===== src/hw/rtl/assert_macros.svh =====
// Assertion macros shared by the LFO bank RTL.
// Depends on nothing; included by the modules that check their own logic.
`ifndef ASSERT_MACROS_SVH
`define ASSERT_MACROS_SVH

// Implication checked on every clock edge outside reset.
`define LFOB_ASSERT_IMP(lbl, clk, rstn, ante, cons, msg) \
    lbl: assert property (@(posedge clk) disable iff (!rstn) (ante) |-> (cons)) \
        else $error(msg);

// Implication whose consequent is checked in the following cycle.
`define LFOB_ASSERT_NEXT(lbl, clk, rstn, ante, cons, msg) \
    lbl: assert property (@(posedge clk) disable iff (!rstn) (ante) |=> (cons)) \
        else $error(msg);

`endif


===== src/hw/rtl/lfob_ram.sv =====
// Generic single-port-write, single-port-read RAM with registered read data.
// Depends on nothing; used for the controller store and the rate table.
module lfob_ram #(
    parameter int WIDTH = 8,
    parameter int DEPTH = 256
) (
    input  logic                     aclk,
    input  logic                     we,
    input  logic [$clog2(DEPTH)-1:0] waddr,
    input  logic [WIDTH-1:0]         wdata,
    input  logic                     re,
    input  logic [$clog2(DEPTH)-1:0] raddr,
    output logic [WIDTH-1:0]         rdata
);
    logic [WIDTH-1:0] mem_reg [DEPTH];
    logic [WIDTH-1:0] rdata_reg;

    always_ff @(posedge aclk) begin
        if (we) begin
            mem_reg[waddr] <= wdata;
        end
        if (re) begin
            rdata_reg <= mem_reg[raddr];
        end
    end

    assign rdata = rdata_reg;
endmodule


===== config.mk =====
export PLATFORM = sky130hd
export DESIGN_NAME = lfob_ram
export DESIGN_NICKNAME = d
export VERILOG_FILES = /design/src/hw/rtl/assert_macros.svh /design/src/hw/rtl/lfob_ram.sv
export SDC_FILE = /design/constraint.sdc
export NUM_CORES = 2
export LEC_CHECK = 0
export ABC_CLOCK_PERIOD_IN_PS = 2200
export CORE_MARGIN = 2
export CORE_UTILIZATION = 43
export DETAILED_ROUTE_END_ITERATION = 10
export DONT_BUFFER_PORTS = 1
export PLACE_DENSITY = 0.68
export SYNTH_ARGS = -nofsm -noshare
export SYNTH_HDL_FRONTEND = slang
export SYNTH_SLANG_ARGS = --single-unit

===== constraint.sdc =====
create_clock -name aclk -period 2.2 [get_ports aclk]
set_input_delay 0.11 -clock aclk [delete_from_list [all_inputs] [get_ports aclk]]
set_output_delay 0.11 -clock aclk [all_outputs]
set_load 0.02 [all_outputs]

==> results by stage <==
Outcome:
- The run finished, with violations left.
- The checks that failed: hold timing, setup timing.

Synth:
- The XOR/XNOR share of the synthesized area is 0%.
- Counting flops with a built-in enable in the synthesized netlist gives 2056.
- After synthesis, the largest family of logic cells by area is multiplexers.
- Sequential elements use just under 80% of the synthesized area.
- The post-synthesis async set-or-reset flop share is 0%.
- The top cell type by area accounts for 77.5% of the synthesized area.
- Synthesis produced a netlist with a net count of around 3800.
- Yosys printed 0 warnings.
- Summing every instance area after synthesis gives between 70000 and 80000 µm².
- Multiplexer cells account for between 10% and 20% of the synthesized area.
- The simple-gate share of the synthesized area is 2.63%.
- The cell type with the highest aggregate area in the netlist is edfxtp_1.
- Counting distinct cell types in the post-synthesis netlist gives 54.
- The count of mapped cells out of synthesis is ~3700.
- Yosys attributes the largest share of cell area to edfxtp_1 (78%), mux4_2 (13%), mux2i_1 (1.7%).
- The dominant synthesized flop cell is edfxtp_1.
- Synthesis inferred around 2100 register bits.
- Sorting the synthesized cells by how often they occur yields edfxtp_1 (2056), mux4_2 (454), nor2_1 (282), mux2i_1 (134), a22oi_1 (133).
- The average size of a mapped cell is ~21 µm².
- The compound-gate portion of the synthesized area is between 3 and 4%.
- The fraction of the mapped netlist area in adder cells is 0%.
- In the post-synthesis netlist, the cell with the most instances is edfxtp_1.

Final layout:
- The summed area of non-filler cells in the final layout is a little over 90000 µm².
- From synthesis to final layout, the design area changed by 16.3%.
- Cells with a size suffix above 1 make up 29.7% of the layout.
- The register with the most flip-flops in the layout has a little over 2000 of them.
- After the last flow step, the layout net total stands at between 4000 and 5000.

STA:
- Setup repair after global routing could not meet its margin everywhere.
- The normalized max-slew margin is less than 1%.
- The hold violation total from the final report came to between 2000 and 2500.
- The highest attainable clock frequency is approximately 400 MHz.
- The setup skew after layout is 0.0267 ns.
- Across all hold checks on the routed design, the worst slack comes to -0.593 ns.
- The final count of pins violating max slew came to 0.
- The setup violation total in the final timing report is 8.
- The clock period minus worst slack is between 2 and 3 ns.
- At the pin with the least slew margin, the transition time is roughly 1.5 ns.
- The post-layout worst setup margin is -0.328 ns.
- Of the available clock period, the critical path in the final layout requires 115%.

Die:
- The area of the core region is between 150000 and 200000 µm².
- The area of the die is roughly 190000 µm².
- The die width is ~430 µm.
- For this configuration, the core starts out at a cell density of 43.4%.
- In this run the vertical extent of the chip is roughly 430 µm.
- 35 I/O pins were placed.
- The number of rows created at floorplan is 157.

Worst setup path:
- Among all stages on the critical path, the largest delay is contributed by or2b_1.
- The number of buffers and inverters on the critical path is 4.
- The nature of the critical path endpoint is a flop.
- Data on the critical path is required at its endpoint by about 2.9 ns.
- The arrival time of the worst setup path is approximately 3.2 ns.
- On the worst path, the slowest cell contributes a delay of between 0.6 and 0.7 ns.
- The maximum fanout count along the critical path is 446.
- Traced cell by cell, the critical path runs through or2b_1, buf_12, buf_4, buf_4, o221ai_1, o22ai_1, nor3_1, nor4_2, buf_4, nor4_2.
- The class of the most critical setup path is primary input to flop.
- Broken down by cell family, the worst path's largest delay share belongs to simple AND/OR/NAND/NOR gates.
- Counting stages on the worst path, the most repeated cell is buf_4.
- The kind of start point of the critical path is a primary input.

Clocking:
- At the later pin of the worst-skew pair, clock insertion delay measures 0.83 ns.
- The clock tree buffer depth is 3.
- TritonCTS built the clock tree.
- The hold buffer count at CTS is 18.
- The post-CTS clock slew at the launch and capture registers of the worst setup and hold paths is ~0.060 ns.
- The sink count of the clock tree is ~2000.
- The count of buffers added by post-CTS timing repair for setup is 0.
- The root buffer selected by CTS is clkbuf_16.
- The number of buffers added by the clock tree synthesis step is 200.
- The number of levels in the clock H-tree is 4.

Route:
- The total via count in the routed design is between 40000 and 50000.
- The final routed DRC violation total is 0.
- For this run, the detailed router's first-pass iteration total came to 6.
- For this block, the routed nets add up to 197000 µm of wire.
- Dividing the detail-routed wire length by the instance count gives ~29 µm.
- The detailed router's first-iteration violation count is 5327.
- The number of nets with antenna violations after detailed routing is 0.
- After detailed routing, the number of vias per cell comes to a little under 6.

Placement:
- The standard cell area after detailed placement is 85100 µm².
- Port buffering added 0 buffers.
- The estimated wirelength of the detail-placed design is approximately 110000 µm.
- The worst slack after detailed placement is -0.814 ns.
- The placer's final routability congestion estimate is between 0.8 and 0.9.

Global routing:
- The remaining global-route overflow is 0.
- The wire length of the first global-routing pass is around 280000 µm.
- The overall track demand over capacity in global routing is about a fifth.
- The initial antenna violation count came to 8.
- The number of global-route vias before repair is 39700.
- The maximum number of pins on one net before global-route repair is 579.

Hold path:
- The class of the worst hold path is primary input to flop.

Power:
- Across the VDD grid, the largest voltage drop is roughly 0.85 mV.
- The total power density per cell area is around 870 nW/µm².
- The leakage power is ~29 nW.

Flow run:
- Max-cap violations in this run came to 0.
[cells by family after synthesis]
kind of cell	Yosys count
compound gates	385
buf+inv	235
flops	2056
mux	591
simple gates	466
[routing by layer]
layer	share of wire, %	routed length [µm]	track usage [%]
met4	3.0	5910	6.19
met2	48	95100	32.4
met3	9.7	19100	4.04
met1	39	76500	28.8
met5	0	0	0
[layout make-up]
type / count / area, µm²
fill: 14300 / 90800
sequential: 2056 / 61700
multi-input combinational: 1442 / 17000
clock buffer: 247 / 5220
timing repair buffer: 505 / 4240
tap: 2464 / 3080
clock inverter: 126 / 1350
antenna: 8 / 20.0
inverter: 2 / 7.51
[repair_timing]
action                                  4_1_cts  5_1_grt
cloned                                        0        6
resized for setup                            60       27
endpoints found under the setup margin        8       12
endpoints found under the hold margin      3116     2054
pin swaps                                    24       22
[stage by stage]
| stage | util, % | power [mW] | TNS [ns] | instances |
|---|---|---|---|---|
| after floorplan | - | 46.2 | 0 | 3733 |
| final | 50.5 | 80.7 | -2.02 | 6850 |
| after CTS | 50.3 | 80.7 | -0.608 | 6832 |
| after global routing | 50.5 | 82.8 | -0.827 | 6848 |
| after global placement | 46.4 | 46.6 | -4.88 | 6442 |
| after detailed placement | 46.4 | 46.6 | -3.92 | 6443 |
[report_power, final]
| part | internal (mW) | leakage, nW | switching, mW |
|---|---|---|---|
| combinational | 1.51 | 7.64 | 1.65 |
| sequential | 43.2 | 18.5 | 0.0914 |
| clock | 19.8 | 3.20 | 14.5 |
[cells in the final DEF (no fill, tap or decap), types with 10 or more instances in the layout]
cell type,instances
nand2_1,33
o211ai_1,10
buf_12,17
a22oi_1,126
clkinv_2,29
nor2_1,273
dlygate4sd3_1,17
a211oi_1,11
clkbuf_16,208
clkinv_1,51
buf_4,460
mux2i_1,134
a21oi_1,94
nand4_1,10
nand3_1,34
mux4_2,455
bufinv_16,25
edfxtp_1,2056
nor3_1,13
o221ai_1,44
nor2b_1,26
o22ai_1,28
clkbuf_1,45
o21ai_0,10
nor4_2,15
[worst paths after layout]
check	start	endpoint	slack (ns)	cells after the start
worst max-delay path	raddr[1]	rdata[0]	-0.33	10
worst min-delay path	wdata[4]	mem_reg[195][4]	-0.59	0
worst max register to register	mem_reg[210][5]	rdata[5]	-0.10	8
worst min register to register	mem_reg[32][5]	rdata[5]	1.14	7
No activity file was read; power rests on OpenSTA's default activity.
